**src/hdl/mmcs_pkg.sv**
```systemverilog
// Shared types and constants for the min/max contrast stretch block.
// Used by mmcs_ctrl, mmcs_dp and min_max_contrast_stretch; no dependencies.
package mmcs_pkg;

  localparam int unsigned PIX_W     = 8;
  localparam int unsigned PROD_W    = 2 * PIX_W;
  localparam int unsigned DIV_STEPS = PIX_W;

  localparam logic [PIX_W-1:0] PIX_MAX = {PIX_W{1'b1}};
  localparam logic [PIX_W-1:0] PIX_MIN = '0;

  // action codes carried in tuser bit 0
  localparam logic ACT_MEASURE   = 1'b0;
  localparam logic ACT_TRANSFORM = 1'b1;

  // controller to datapath
  typedef struct packed {
    logic measure;   // fold input pixel into min/max
    logic load;      // capture transform pixel
    logic mul;       // form scaled numerator and range flags
    logic prep;      // seed remainder, detect quotient overflow
    logic step;      // one restoring division step
    logic emit;      // load output register
  } cmd_t;

  // datapath to controller
  typedef struct packed {
    logic out_free;
  } sts_t;

endpackage

```
**src/hdl/mmcs_ctrl.sv**
```systemverilog
// Sequencer for the contrast stretch: input handshake, division step count,
// output hand-off. Depends on mmcs_pkg.
module mmcs_ctrl (
  input  logic          clk_i,
  input  logic          rst_ni,
  input  logic          in_valid_i,
  input  logic          in_action_i,
  output logic          in_ready_o,
  input  mmcs_pkg::sts_t sts_i,
  output mmcs_pkg::cmd_t cmd_o
);

  localparam int unsigned CNT_W = $clog2(mmcs_pkg::DIV_STEPS);
  localparam logic [CNT_W-1:0] CNT_LAST = CNT_W'(mmcs_pkg::DIV_STEPS - 1);

  typedef enum logic [2:0] {
    ST_IDLE,
    ST_MUL,
    ST_PREP,
    ST_DIV,
    ST_EMIT
  } state_e;

  state_e           state_q, state_d;
  logic [CNT_W-1:0] cnt_q, cnt_d;

  assign in_ready_o = (state_q == ST_IDLE);

  always_comb begin
    cmd_o         = '0;
    state_d       = state_q;
    cnt_d         = cnt_q;
    unique case (state_q)
      ST_IDLE: begin
        if (in_valid_i) begin
          if (in_action_i == mmcs_pkg::ACT_TRANSFORM) begin
            cmd_o.load = 1'b1;
            state_d    = ST_MUL;
          end else begin
            cmd_o.measure = 1'b1;
          end
        end
      end
      ST_MUL: begin
        cmd_o.mul = 1'b1;
        state_d   = ST_PREP;
      end
      ST_PREP: begin
        cmd_o.prep = 1'b1;
        cnt_d      = '0;
        state_d    = ST_DIV;
      end
      ST_DIV: begin
        cmd_o.step = 1'b1;
        cnt_d      = cnt_q + 1'b1;
        if (cnt_q == CNT_LAST) begin
          state_d = ST_EMIT;
        end
      end
      ST_EMIT: begin
        // hold until the output register can take the word
        if (sts_i.out_free) begin
          cmd_o.emit = 1'b1;
          state_d    = ST_IDLE;
        end
      end
      default: state_d = ST_IDLE;
    endcase
  end

  always_ff @(posedge clk_i or negedge rst_ni) begin
    if (!rst_ni) begin
      state_q <= ST_IDLE;
      cnt_q   <= '0;
    end else begin
      state_q <= state_d;
      cnt_q   <= cnt_d;
    end
  end

endmodule

```
**src/hdl/mmcs_dp.sv**
```systemverilog
// Datapath for the contrast stretch: min/max tracking, scaling multiply,
// restoring divider and output register. Depends on mmcs_pkg.
module mmcs_dp #(
  parameter int unsigned FULL_SCALE = 255
) (
  input  logic                       clk_i,
  input  logic                       rst_ni,
  input  mmcs_pkg::cmd_t             cmd_i,
  output mmcs_pkg::sts_t             sts_o,
  input  logic [mmcs_pkg::PIX_W-1:0] in_pixel_i,
  input  logic                       in_frame_start_i,
  output logic                       out_valid_o,
  input  logic                       out_ready_i,
  output logic [mmcs_pkg::PIX_W-1:0] out_pixel_o,
  output logic                       out_flat_o
);

  localparam int unsigned W  = mmcs_pkg::PIX_W;
  localparam int unsigned PW = mmcs_pkg::PROD_W;
  localparam logic [W-1:0] SCALE = W'(FULL_SCALE);

  logic [W-1:0]  min_q, min_d, max_q, max_d;
  logic [W-1:0]  pix_q;
  logic [PW-1:0] num_q;
  logic [W-1:0]  span_q;
  logic [W-1:0]  rem_q;
  logic [W-1:0]  quo_q;
  logic          flat_q, below_q, ovf_q;
  logic          out_valid_q;
  logic [W-1:0]  out_pixel_q;
  logic          out_flat_q;

  logic [W-1:0]  base_min, base_max;
  logic [W:0]    trial;
  logic [W:0]    trial_diff;
  logic [W-1:0]  res_pixel;

  // frame start reopens the range before the pixel is folded in
  always_comb begin
    base_min = in_frame_start_i ? mmcs_pkg::PIX_MAX : min_q;
    base_max = in_frame_start_i ? mmcs_pkg::PIX_MIN : max_q;
    min_d    = (in_pixel_i < base_min) ? in_pixel_i : base_min;
    max_d    = (in_pixel_i > base_max) ? in_pixel_i : base_max;
  end

  always_ff @(posedge clk_i or negedge rst_ni) begin
    if (!rst_ni) begin
      min_q <= mmcs_pkg::PIX_MAX;
      max_q <= mmcs_pkg::PIX_MIN;
    end else if (cmd_i.measure) begin
      min_q <= min_d;
      max_q <= max_d;
    end
  end

  assign trial      = {rem_q, num_q[PW-1]};
  assign trial_diff = trial - {1'b0, span_q};

  always_ff @(posedge clk_i) begin
    if (cmd_i.load) begin
      pix_q <= in_pixel_i;
    end
    if (cmd_i.mul) begin
      flat_q  <= (max_q <= min_q);
      below_q <= (pix_q < min_q);
      span_q  <= max_q - min_q;
      num_q   <= PW'(pix_q - min_q) * PW'(SCALE);
    end
    if (cmd_i.prep) begin
      // quotient above the pixel range when the high byte already covers span
      ovf_q <= (num_q[PW-1:W] >= span_q);
      rem_q <= num_q[PW-1:W];
      num_q <= {num_q[W-1:0], {W{1'b0}}};
      quo_q <= '0;
    end
    if (cmd_i.step) begin
      num_q <= {num_q[PW-2:0], 1'b0};
      if (!trial_diff[W]) begin
        rem_q <= trial_diff[W-1:0];
        quo_q <= {quo_q[W-2:0], 1'b1};
      end else begin
        rem_q <= trial[W-1:0];
        quo_q <= {quo_q[W-2:0], 1'b0};
      end
    end
  end

  always_comb begin
    if (flat_q || below_q) begin
      res_pixel = mmcs_pkg::PIX_MIN;
    end else if (ovf_q) begin
      res_pixel = mmcs_pkg::PIX_MAX;
    end else begin
      res_pixel = quo_q;
    end
  end

  always_ff @(posedge clk_i or negedge rst_ni) begin
    if (!rst_ni) begin
      out_valid_q <= 1'b0;
    end else if (cmd_i.emit) begin
      out_valid_q <= 1'b1;
    end else if (out_ready_i) begin
      out_valid_q <= 1'b0;
    end
  end

  always_ff @(posedge clk_i) begin
    if (cmd_i.emit) begin
      out_pixel_q <= res_pixel;
      out_flat_q  <= flat_q;
    end
  end

  assign sts_o.out_free = !out_valid_q || out_ready_i;
  assign out_valid_o    = out_valid_q;
  assign out_pixel_o    = out_pixel_q;
  assign out_flat_o     = out_flat_q;

endmodule

```
**src/hdl/min_max_contrast_stretch.sv**
```systemverilog
// Top level of the min/max linear contrast stretch for 8-bit gray pixels.
// Depends on mmcs_pkg, mmcs_ctrl and mmcs_dp.
//
//  channel   dir  tdata                  tuser (lowest bit up)
//  s_axis    in   [7:0] pixel            [0] action, [1] frame_start
//  m_axis    out  [7:0] stretched_pixel  [0] flat_range
//
// A measure word keeps the controller idle, ready for the next word.
// A transform word runs from accept to output through capture, multiply,
// divider seed, 8 restoring steps of the divider, output load.
// Reset leaves min at 255 and max at 0, so a transform before any measure
// reports a flat range. A stalled output holds the final load only; the
// next word may be accepted while a result waits.
module min_max_contrast_stretch #(
  parameter int unsigned FULL_SCALE = 255
) (
  input  logic       clk_i,
  input  logic       rst_ni,
  input  logic       s_axis_tvalid_i,
  output logic       s_axis_tready_o,
  input  logic [7:0] s_axis_tdata_i,   // [7:0] pixel
  input  logic [1:0] s_axis_tuser_i,   // [0] action, [1] frame_start
  output logic       m_axis_tvalid_o,
  input  logic       m_axis_tready_i,
  output logic [7:0] m_axis_tdata_o,   // [7:0] stretched_pixel
  output logic       m_axis_tuser_o    // [0] flat_range
);

  mmcs_pkg::cmd_t cmd;
  mmcs_pkg::sts_t sts;

  mmcs_ctrl u_ctrl (
    .clk_i       (clk_i),
    .rst_ni      (rst_ni),
    .in_valid_i  (s_axis_tvalid_i),
    .in_action_i (s_axis_tuser_i[0]),
    .in_ready_o  (s_axis_tready_o),
    .sts_i       (sts),
    .cmd_o       (cmd)
  );

  mmcs_dp #(
    .FULL_SCALE (FULL_SCALE)
  ) u_dp (
    .clk_i            (clk_i),
    .rst_ni           (rst_ni),
    .cmd_i            (cmd),
    .sts_o            (sts),
    .in_pixel_i       (s_axis_tdata_i),
    .in_frame_start_i (s_axis_tuser_i[1]),
    .out_valid_o      (m_axis_tvalid_o),
    .out_ready_i      (m_axis_tready_i),
    .out_pixel_o      (m_axis_tdata_o),
    .out_flat_o       (m_axis_tuser_o)
  );

  // flat range always forces a zero pixel
  a_flat_zero : assert property (@(posedge clk_i) disable iff (!rst_ni)
    (m_axis_tvalid_o && m_axis_tuser_o) |-> (m_axis_tdata_o == 8'd0))
    else $error("flat range word with nonzero pixel");

  // a transform word blocks input while the divider runs
  a_xform_busy : assert property (@(posedge clk_i) disable iff (!rst_ni)
    (s_axis_tvalid_i && s_axis_tready_o && (s_axis_tuser_i[0] == mmcs_pkg::ACT_TRANSFORM))
      |=> !s_axis_tready_o)
    else $error("input accepted during transform");

  // a measure word finishes in its own cycle
  a_measure_fast : assert property (@(posedge clk_i) disable iff (!rst_ni)
    (s_axis_tvalid_i && s_axis_tready_o && (s_axis_tuser_i[0] == mmcs_pkg::ACT_MEASURE))
      |=> s_axis_tready_o)
    else $error("measure word stalled input");

endmodule
```
**config.mk**
```make
export PLATFORM = sky130hd
export DESIGN_NAME = min_max_contrast_stretch
export DESIGN_NICKNAME = d
export VERILOG_FILES = /design/src/hdl/mmcs_pkg.sv /design/src/hdl/mmcs_ctrl.sv /design/src/hdl/mmcs_dp.sv /design/src/hdl/min_max_contrast_stretch.sv
export SDC_FILE = /design/constraint.sdc
export NUM_CORES = 1
export LEC_CHECK = 0
export BUFFER_PORTS_ARGS = -buffer_cell sky130_fd_sc_hd__buf_2
export CORE_MARGIN = 10
export CORE_UTILIZATION = 55
export CTS_CLUSTER_SIZE = 24
export DETAILED_ROUTE_END_ITERATION = 12
export PLACE_DENSITY = 0.82
export SLEW_MARGIN = 5
export SYNTH_ARGS = -nofsm -noshare
export SYNTH_HDL_FRONTEND = slang
export SYNTH_HIERARCHICAL = 1
export SYNTH_SLANG_ARGS = --single-unit
```
**constraint.sdc**
```tcl
create_clock -name clk_i -period 7.37 [get_ports clk_i]
set_clock_uncertainty 0.05 [all_clocks]
set_input_delay 0.737 -clock clk_i [delete_from_list [all_inputs] [get_ports clk_i]]
set_output_delay 0.737 -clock clk_i [all_outputs]
set_load 0.03 [all_outputs]
```
Word level (Yosys, flattened, before mapping):

Cells that the tools add are included.
Widths: inputs -> output; s select.

* flip-flop bits (word level): 83
* bits in latches: 0
* bits in writable memories: 0
* ROM bits: 0
* input port bits: 14
* output and inout port bits: 11
* logic and storage cells: 76
* memories kept: 0

* add/sub/neg operators: 4
* multipliers: 1
* divide/modulo/power cells: 0
* magnitude comparators: 5
* eq/ne operators: 9
* shift operators: 0
* muxes and demuxes: 31
* bitwise logic cells: 0
* reductions and logical operators: 10

Operators with widths (count)
* $mux 8: 10
* $mux 16: 3
* $lt 8x8->1: 2
* $mul 16x8->16 const B: 1
* $pmux 3 s5: 1
* $mux 3: 4
* $mux 1: 10
* $sub 8x8->9: 1
* $sub 9x8->9: 1
* $ge 8x8->1: 1
* $gt 8x8->1: 1
* $le 8x8->1: 1
* $sub 8x8->8: 1
* $eq 3x2->1 const B: 2
* $eq 3x3->1 const B: 2
* $pmux 3 s2: 1
* $reduce_bool 2->1: 3
* $mux 2: 2
* $ne 2x1->1 const B: 2
* $ne 2x2->1 const B: 2
* $reduce_and 4->1: 1
* $add 3x1->3 const B: 1
* $eq 3x1->1 const B: 1
* $logic_not 3->1: 1
* 4 further kinds: 5

Depth between registers and ports, before layout:

Gate-level depths: netlist of the first run.

* depth after elaboration: 5
* gate-level depth with buffers: 26
* depth with buffers taken out: 25

Cells and area by module:

The synthesis of the first run kept the hierarchy.

By module, submodules not included
* mmcs_dp: times used 1, cells an instance 655, area an instance 6496.2 sq um, sequential area each 2227.1 sq um
* mmcs_ctrl: times used 1, cells an instance 33, area an instance 349.1 sq um, sequential area each 150.1 sq um

Least setup slack after synthesis of the first run:

OpenSTA, ideal clock, no wires.

* path type: reg-to-reg
* from: reg u_dp.min_q[0]
* to: reg u_dp.num_q[15], data pin
* library setup time: 0.257 ns
* arrival time: 5.646 ns
* data required time: 7.063 ns
* slack: 1.416 ns
* stages on the path, launching flop included: 23
* buffers on the path: 0
* clock period less this slack: 5.954 ns
* cell sequence: dfstp_2 > ha_1 > inv_1 > fa_1 > a211oi_1 > or3b_1 > nand3_2 > xor2_1 > ha_1 > fa_1 > inv_1 > fa_1 > fa_1 > inv_1 > ha_1 > o21ai_0 > nor2_1 > or4_1 > nand3_1 > a31o_2 > xnor3_1 > nand2_1 > a21oi_1

* cells in the longest elaborated chain, start to end: 5

RTL lines
* start: declaration: line mmcs_dp.sv:22 `logic [W-1:0] min_q, min_d, max_q, max_d;`
* start signal: assignment: line mmcs_dp.sv:48 `min_q <= mmcs_pkg::PIX_MAX;`
* start signal: assignment: line mmcs_dp.sv:51 `min_q <= min_d;`
* $sub 8x8->9: line mmcs_dp.sv:67 `num_q <= PW'(pix_q - min_q) * PW'(SCALE);`
* $mul 16x8->16: line mmcs_dp.sv:67
* $mux 16: line mmcs_dp.sv:63 `if (cmd_i.mul) begin`
* $mux 16: line mmcs_dp.sv:69 `if (cmd_i.prep) begin`
* $mux 16: line mmcs_dp.sv:76 `if (cmd_i.step) begin`
* end signal: assignment: line mmcs_dp.sv:67
* end signal: assignment: line mmcs_dp.sv:73 `num_q <= {num_q[W-1:0], {W{1'b0}}};`
* end signal: assignment: line mmcs_dp.sv:77 `num_q <= {num_q[PW-2:0], 1'b0};`
* end: declaration: line mmcs_dp.sv:24 `logic [PW-1:0] num_q;`

Every way passes these cells. The select of a mux whose other input is x is not followed.
A chain may end at the register's enable or synchronous reset.

Worst setup path after layout of the first run:

Same ends and word-level chain as after synthesis.

==> results of run 1 <==
## registers in the layout (all words and copies together), names as in the netlist, 8 cells and up
register,flops
u_dp/quo_q,8
u_dp/pix_q,8
u_dp/out_pixel_o,8
u_dp/min_q,8
u_dp/span_q,8
u_dp/rem_q,8
u_dp/max_q,8
u_dp/num_q,16
## worst min path at each step
stage / to / cells after the start / slack, ns
2_1_floorplan: u_dp/out_flat_o / 0 / 0.38
5_1_grt: u_dp/max_q[0] / 1 / 0.36
3_3_place_gp: u_dp/out_flat_o / 0 / 0.41
3_5_place_dp: u_dp/out_flat_o / 0 / 0.42
4_1_cts: u_dp/max_q[3] / 1 / 0.34
6_report: u_dp/max_q[5] / 1 / 0.33
## per-layer routing
metal | GRT usage [%] | routed length, um | share of wire [%] | vias up
li1 | - | - | - | 2385
met1 | 19.7 | 6020 | 43 | 2353
met2 | 28.9 | 7220 | 51 | 138
met3 | 3.09 | 592 | 4.2 | 27
met4 | 4.45 | 227 | 1.6 | 0
met5 | 0 | 0 | 0 | -
## cell usage after synthesis (all sizes together) (3+ instances only)
cell | instances | share of area (%)
a221oi | 5 | 0.73
nand2 | 52 | 2.9
nand2b | 20 | 1.8
fa | 36 | 11
buf | 4 | 0.29
xor2 | 12 | 1.5
inv | 122 | 6.7
o22ai | 3 | 0.27
a22o | 9 | 1.2
and3 | 4 | 0.37
nor2b | 12 | 1.2
o21a | 11 | 1.2
and2 | 11 | 1.0
dfrtp | 15 | 5.5
edfxtp | 59 | 26
mux2 | 9 | 1.5
nand4 | 3 | 0.27
a21oi | 29 | 2.3
a21boi | 4 | 0.44
xnor2 | 19 | 2.5
o21ai | 33 | 2.5
o211ai | 6 | 0.73
dfstp | 8 | 3.1
nor2 | 43 | 2.4
ha | 76 | 14
nor3b | 4 | 0.44
a21o | 15 | 1.6
clkbuf | 12 | 0.66
or3 | 3 | 0.35
nand3 | 5 | 0.44
a211oi | 8 | 0.88
mux2i | 8 | 1.2
## placed cells by master, fill, tap and decap left out, types with 3 or more instances in the layout
cell and instances:
a221oi_1 4, nand4_1 3, nor3b_1 3, inv_1 122, dfrtp_1 15, a21oi_1 28, a22o_1 9, nand2_1 52
o21a_1 11, nand2b_1 20, nand3_1 4, xor2_1 12, a21boi_0 4, a211oi_1 8, fa_1 36, mux2_2 8
o21ai_0 30, nor2_1 43, edfxtp_1 59, ha_1 76, nor2b_1 10, and3_1 4, o22ai_1 3, and2_1 11
inv_6 3, xnor2_1 18, a21o_1 15, clkbuf_16 9, buf_2 24, dfstp_2 8, o211ai_1 5, mux2i_1 8
## cell families after synthesis
family / count (synthesis) / share of synthesized area, %
xor gates and xnor gates: 32 / 4.41
AOI/OAI and AO/OA: 137 / 13.5
DFF: 83 / 34.7
and+or+nand+nor: 167 / 12.4
muxes: 17 / 2.71
adders and majority gates: 114 / 24.7
buffers and inverters: 138 / 7.64
## per-stage QoR
step | setup WS, ns | utilization (%) | instances | cell area (um^2) | hold slack [ns]
finish | 0.928 | 61.6 | 882 | 7460 | 0.326
global route | 0.500 | 61.6 | 882 | 7460 | 0.361
CTS | 0.897 | 61.6 | 882 | 7460 | 0.338
detailed placement | 0.920 | 58.9 | 866 | 7130 | 0.423
global placement | 1.17 | 58.9 | 866 | 7130 | 0.410
floorplan | 1.42 | - | 688 | 6850 | 0.377
## cell type report
type | instances | area share [%]
clock buffers | 9 | 3.02
clock inverters | 7 | 1.41
inverters | 122 | 6.14
multi-input cells | 467 | 52.9
flip-flops and latches | 83 | 31.9
well taps | 168 | 2.82
repair buffers | 26 | 1.81
==> flow_metrics.py, run 1 <==
metrics = {
    "status": {
        "status": "completed",
    },
    "cts": {
        "path_clk_slew_ns": 0.06,
        "ctsResizeCount": 0,
        "clockBufferDepth": 2,
        "cts_buffers": 9,
        "clkLatencyLatePin_ns": 0.34,
        "root_buffer": "clkbuf_16",
        "post-cts-setup-buffer-count": 0,
        "cts_tree": "done",
        "numClockSinks": 83,
        "h-tree-depth": 3,
        "postCtsHoldBufs": 0,
    },
    "setup_path": {
        "worstPathCellList": "ha_1, inv_1, fa_1, a211oi_1, or3b_1, nand3_2, xor2_1, ha_1, fa_1, inv_1, fa_1, fa_1, inv_1, ha_1, o21ai_0, nor2_1, or4_1, nand3_1, a31o_2, xnor3_1, nand2_1, a21oi_1",
        "slowest_delay_ns": 0.56,
        "cp.depth": 22,
        "cpLargestDelayFamily": "adder cells",
        "r2r-end": "u_dp/num_q[15]",
        "ff2ff_setup_slack_ns": 0.93,
        "crit_fanout": 8,
        "worstPathArrival_ns": 6.47,
        "crit_start": "u_dp/min_q[0]",
        "end_kind": "flip-flop",
        "reg2regPathDepth": 22,
        "path_buf_inv": 3,
        "crit_path_frequent_cell": "fa_1",
        "regToRegStartpoint": "u_dp/min_q[0]",
        "crit_type": "reg -> reg",
        "cpMaxStageDelayCell": "dfstp_2",
        "worstSetupEndpoint": "u_dp/num_q[15]",
        "cp-start-kind": "flip-flop",
        "cp_data_required_time_ns": 7.40,
    },
    "synthesis": {
        "syn_avg_cell_area_um2": 9.95,
        "netlist_instances": 688,
        "ys_ff_latch": 83,
        "seq_area_frac_synth_pct": 34.7,
        "synth_edf_count": 59,
        "synth-main-ff-cell": "edfxtp_1",
        "synth-async-reset-ratio_pct": 27.7,
        "synth_warnings": 6,
        "syn_area_um2": 6850,
        "yosysUniqueCellTypes": 65,
        "syn-num-nets": 814,
    },
    "grt": {
        "grt_max_degree": 56,
        "first_global_vias": 5077,
        "grt-ovfl-total": 0,
        "antenna_found_initial": 0,
        "grt_pass1_wl_mm": 24.0,
        "track_usage_pct": 16.3,
    },
    "final_layout": {
        "final.fill_count": 962,
        "drive_above_1_share_pct": 10.4,
        "final_nets": 835,
        "n_antenna_cell": 0,
        "syn_to_final_growth_pct": 8.99,
        "register_area_um2": 2380,
        "multi_input_area_um2": 3950,
    },
    "die": {
        "placementRows": 40,
        "die_h_um": 132,
        "start_util_pct": 56.5,
        "die_w_um": 132,
        "die_area_um2": 17300,
        "pin_count": 25,
        "core_area_um2": 12100,
    },
    "timing": {
        "timing.fmax_mhz": 155,
        "grt_setup_unrepaired": "false",
        "period_minus_slack_ns": 6.44,
        "max_slew_margin_pct": 22.6,
        "tightest_slew_ns": 1.16,
        "fin_crit_sh_pct": 87.4,
        "fin_setup_tns_ns": 0,
        "final_max_slew_viol_count": 0,
        "setup_viol": 0,
        "finalHoldViolCount": 0,
    },
    "detailed_routing": {
        "totalWireLength_mm": 14.1,
        "wl_per_cell_um": 15.9,
        "via_per_inst": 5.56,
        "first_pass_iters": 5,
        "drtIter0Drc": 412,
        "drc": 0,
        "ant_nets": 0,
        "dr_total_vias": 4903,
    },
    "place": {
        "hpwl_mm": 11.1,
        "port_buffers": 24,
        "gp_congestion": 0.944,
    },
    "worst_hold_path": {
        "hp-class": "in -> async",
    },
    "job": {
        "drv_cap": 0,
    },
}
Power of run 1 is not shown: default switching activity piles up to over one toggle a cycle in this logic, so the estimate is an artifact.
==> run 2, diff against run 1 <==
RECOVER_POWER = 100   (was default)
clock period = 6.15 ns   (was 7.37 ns; I/O delays follow)
==> run 2 against run 1 <==
Compared with the run above: cell count increased by 1.9%; worst setup slack got worse by 0.82 ns; sequential cell count unchanged; non-clock buffer count increased by 17; first-iteration DRC count decreased by 3.9%; die area unchanged; global-route usage increased by 0.17 points.
==> flow_metrics.py, run 2 (same netlist as run 1, synthesis figures left out) <==
metrics = {
    "timing": {
        "max_slew_margin_pct": 15.6,
        "tightest_slew_ns": 1.27,
        "timing.fmax_mhz": 166,
        "fin_crit_sh_pct": 98.2,
        "setup_viol": 0,
        "final_max_slew_viol_count": 0,
        "period_minus_slack_ns": 6.04,
        "finalHoldViolCount": 0,
    },
    "detailed_routing": {
        "totalWireLength_mm": 15.3,
        "via_per_inst": 5.69,
        "drc": 0,
        "first_pass_iters": 5,
        "wl_per_cell_um": 17.0,
        "ant_nets": 0,
        "drtIter0Drc": 396,
        "dr_total_vias": 5111,
    },
    "die": {
        "die_area_um2": 17300,
        "core_area_um2": 12100,
        "die_h_um": 132,
        "die_w_um": 132,
        "pin_count": 25,
        "start_util_pct": 56.5,
        "placementRows": 40,
    },
    "setup_path": {
        "end_kind": "flip-flop",
        "worstPathArrival_ns": 6.08,
        "cp-start-kind": "flip-flop",
        "crit_type": "reg -> reg",
        "crit_fanout": 5,
        "cp_data_required_time_ns": 6.18,
    },
    "place": {
        "port_buffers": 24,
        "hpwl_mm": 10.9,
        "gp_congestion": 0.868,
    },
    "final_layout": {
        "multi_input_area_um2": 4160,
        "syn_to_final_growth_pct": 13.5,
        "largest_reg_flops": 16,
        "drive_above_1_share_pct": 15.5,
        "register_area_um2": 2380,
        "final_common_cell": "inv_1",
        "final_nets": 852,
        "mostFrequentLayoutCells": "inv_1, ha_1, edfxtp_1",
        "fin_util_pct": 64.2,
        "top_register": "u_dp/num_q",
        "n_antenna_cell": 0,
        "final.fill_count": 875,
    },
    "grt": {
        "track_usage_pct": 16.5,
        "grt-ovfl-total": 0,
        "first_global_vias": 5209,
        "grt_max_degree": 56,
        "grt_pass1_wl_mm": 24.1,
        "antenna_found_initial": 0,
    },
    "cts": {
        "postCtsHoldBufs": 0,
        "path_clk_slew_ns": 0.06,
        "numClockSinks": 83,
        "cts_tree": "done",
        "cts_buffers": 9,
        "clkLatencyLatePin_ns": 0.34,
        "clockBufferDepth": 2,
        "root_buffer": "clkbuf_16",
        "h-tree-depth": 3,
    },
    "worst_hold_path": {
        "hp-class": "reg -> reg",
    },
    "job": {
        "drv_cap": 0,
    },
    "status": {
        "status": "completed",
    },
}
==> run 2: changes by cell type in the layout (fill, tap and decap cells not counted), moves of 3 or more <==
cell	delta
xor2_1	-4
xnor2_1	-3
a21oi_1	-4
ha_2	+4
ha_4	+5
a21oi_2	+4
clkinv_4	+3
buf_4	+15
ha_1	-9
clkbuf_1	+9
buf_2	-9
xor2_2	+3
==> run 2: repair_timing <==
item,4_1_cts,5_1_grt
setup buffers,3,7
setup endpoints to repair,2,7
pin swaps,1,15
gates resized for setup,2,39
==> run 2: critical path, stage by stage, from the launching register on <==
cell,delay (ns)
dfstp_2,0.59
ha_4,0.15
inv_1,0.06
fa_2,0.43
a211oi_4,0.33
or3b_1,0.17
nand3_2,0.12
buf_6,0.16
fa_2,0.56
fa_1,0.44
fa_1,0.52
inv_1,0.07
fa_1,0.53
inv_1,0.04
ha_2,0.33
inv_1,0.07
o21bai_2,0.18
a211oi_2,0.11
o31ai_1,0.27
a21oi_1,0.13
xnor2_1,0.15
a221o_1,0.31
==> run 2: routing by layer <==
layer	share of wire, %	vias to the layer above	GRT usage (%)
li1	-	2403	-
met3	4.2	47	3.54
met1	42	2512	19.5
met4	3.1	0	6.12
met5	0	-	0
met2	51	149	28.7
==> run 2: path summary, 6_finish.rpt <==
path                               start               to  cells past startpoint  slack [ns]
min                          u_dp/flat_q  u_dp/out_flat_o                      0        0.43
min in group asynchronous         rst_ni    u_dp/max_q[5]                      1        0.48
max in group asynchronous         rst_ni  u_ctrl/cnt_q[0]                      1        4.82
max reg2reg                u_dp/min_q[0]   u_dp/num_q[14]                     21        0.11
max                        u_dp/min_q[0]   u_dp/num_q[14]                     21        0.11
min reg2reg                  u_dp/flat_q  u_dp/out_flat_o                      0        0.43
==> run 2: layout make-up <==
class	instances	area share, %
clock inverter	7	0.982
sequential	83	30.6
tap	168	2.71
multi-input combinational	467	53.5
inverter	122	5.89
timing repair buffer	43	3.45
clock buffer	9	2.90
==> run 2: metrics by stage <==
step	worst slack (ns)	TNS (ns)	cell area, um^2	hold WS, ns	cells
after floorplan	0.196	0	6850	0.269	688
after global placement	0.164	0	7180	0.406	873
after detailed placement	-0.0246	-0.0246	7180	0.421	873
after CTS	0.0190	0	7520	0.214	892
after global routing	-0.0987	-0.256	7770	0.449	899
final	0.108	0	7770	0.434	899
Power of run 2 is left out for the same reason.
==> run 3, diff against run 2 <==
RECOVER_POWER = default   (was 100)
==> run 3 against run 2 <==
Compared with the run above: design area grew 0.24%; worst setup slack lost 0.0074 ns; maximum frequency shrank 0.12%; worst hold slack lost 0.24 ns.
==> flow_metrics.py, run 3 (same netlist as run 1, synthesis figures left out) <==
metrics = {
    "status": {
        "status": "completed",
    },
    "cts": {
        "root_buffer": "clkbuf_16",
        "path_clk_slew_ns": 0.06,
        "cts_tree": "done",
        "cts_buffers": 9,
        "h-tree-depth": 3,
        "clockBufferDepth": 2,
        "clkLatencyLatePin_ns": 0.34,
        "numClockSinks": 83,
    },
    "grt": {
        "track_usage_pct": 16.5,
        "first_global_vias": 5209,
        "grt_max_degree": 56,
        "grt_pass1_wl_mm": 24.1,
        "grt-ovfl-total": 0,
        "antenna_found_initial": 0,
    },
    "die": {
        "core_area_um2": 12100,
        "pin_count": 25,
        "die_h_um": 132,
        "die_area_um2": 17300,
        "start_util_pct": 56.5,
        "placementRows": 40,
        "die_w_um": 132,
    },
    "timing": {
        "finalHoldViolCount": 0,
        "period_minus_slack_ns": 6.05,
        "final_max_slew_viol_count": 0,
        "fin_setup_tns_ns": 0,
        "max_slew_margin_pct": 24.7,
        "fin_crit_sh_pct": 98.4,
        "hold_ws_ns": 0.199,
        "fin_ws_ns": 0.101,
        "timing.fmax_mhz": 165,
        "tightest_slew_ns": 1.12,
        "setup_viol": 0,
    },
    "setup_path": {
        "cp_data_required_time_ns": 6.18,
        "end_kind": "flip-flop",
        "worstPathArrival_ns": 6.08,
        "crit_type": "reg -> reg",
        "cp-start-kind": "flip-flop",
        "crit_fanout": 5,
    },
    "detailed_routing": {
        "via_per_inst": 5.68,
        "totalWireLength_mm": 15.2,
        "drc": 0,
        "dr_total_vias": 5105,
        "first_pass_iters": 6,
        "drtIter0Drc": 352,
        "wl_per_cell_um": 16.9,
        "ant_nets": 0,
    },
    "final_layout": {
        "final_cells": 899,
        "n_antenna_cell": 0,
        "mostFrequentLayoutCells": "inv_1, ha_1, edfxtp_1",
        "register_area_um2": 2380,
        "multi_input_area_um2": 4160,
        "final_nets": 852,
        "largest_reg_flops": 16,
        "final.fill_count": 868,
        "drive_above_1_share_pct": 16.8,
        "top_register": "u_dp/num_q",
        "final_common_cell": "inv_1",
        "syn_to_final_growth_pct": 13.8,
    },
    "place": {
        "pre_cts_slack_ns": -0.0246,
        "dp.cells": 873,
        "port_buffers": 24,
        "gp_congestion": 0.868,
        "hpwl_mm": 10.9,
    },
    "worst_hold_path": {
        "hp-class": "in -> async",
    },
    "job": {
        "drv_cap": 0,
    },
}
==> run 3: cell types whose count changed in the layout (fill, tap and decap cells not counted) <==
cell      change
nor2b_1       -1
nor2b_4       +1
clkbuf_1      -9
buf_2         +9
==> run 3: path summary, 6_finish.rpt <==
kind                                from              end  slack (ns)  cells after the start
max                        u_dp/min_q[0]   u_dp/num_q[14]        0.10                     21
min                               rst_ni    u_dp/max_q[5]        0.20                      1
max reg2reg                u_dp/min_q[0]   u_dp/num_q[14]        0.10                     21
min reg2reg                  u_dp/flat_q  u_dp/out_flat_o        0.43                      0
max in group asynchronous         rst_ni    u_dp/min_q[0]        5.49                      1
min in group clk_i           u_dp/flat_q  u_dp/out_flat_o        0.43                      0
==> run 3: stage by stage <==
step           area, um^2  utilization, %
2_1_floorplan        6850               -
3_3_place_gp         7180            59.3
3_5_place_dp         7180            59.3
4_1_cts              7520            62.1
5_1_grt              7790            64.3
6_report             7790            64.3
==> run 3: area by class of cell <==
cell class	count	area share, %
repair buffers	43	3.58
well taps	168	2.70
flip-flops and latches	83	30.5
inverters	122	5.88
clock inverters	7	0.980
multi-input cells	467	53.4
clock buffers	9	2.89
==> run 3: metal layers <==
layer,global-route usage (%),wire [um],up-vias,part of all wire (%)
li1,-,-,2403,-
met1,19.5,6300,2495,41
met2,28.7,7750,164,51
met3,3.54,720,43,4.7
met4,6.12,455,0,3.0
met5,0,0,-,0
==> run 3: timing repair <==
item,4_1_cts,5_1_grt
pin swaps,1,15
setup buffers,3,7
hold buffers,0,0
gates resized for setup,2,39
endpoints found under the setup margin,2,7
endpoints found under the hold margin,0,0
==> run 3: critical path: stages (launching register included) <==
cell      delay (ns)
dfstp_2         0.59
ha_4            0.15
inv_1           0.06
fa_2            0.43
a211oi_4        0.33
or3b_1          0.17
nand3_2         0.12
buf_6           0.16
fa_2            0.56
fa_1            0.44
fa_1            0.52
inv_1           0.07
fa_1            0.53
inv_1           0.04
ha_2            0.33
inv_1           0.07
o21bai_2        0.18
a211oi_2        0.11
o31ai_1         0.27
a21oi_1         0.13
xnor2_1         0.15
a221o_1         0.30
Power of run 3 is left out for the same reason.
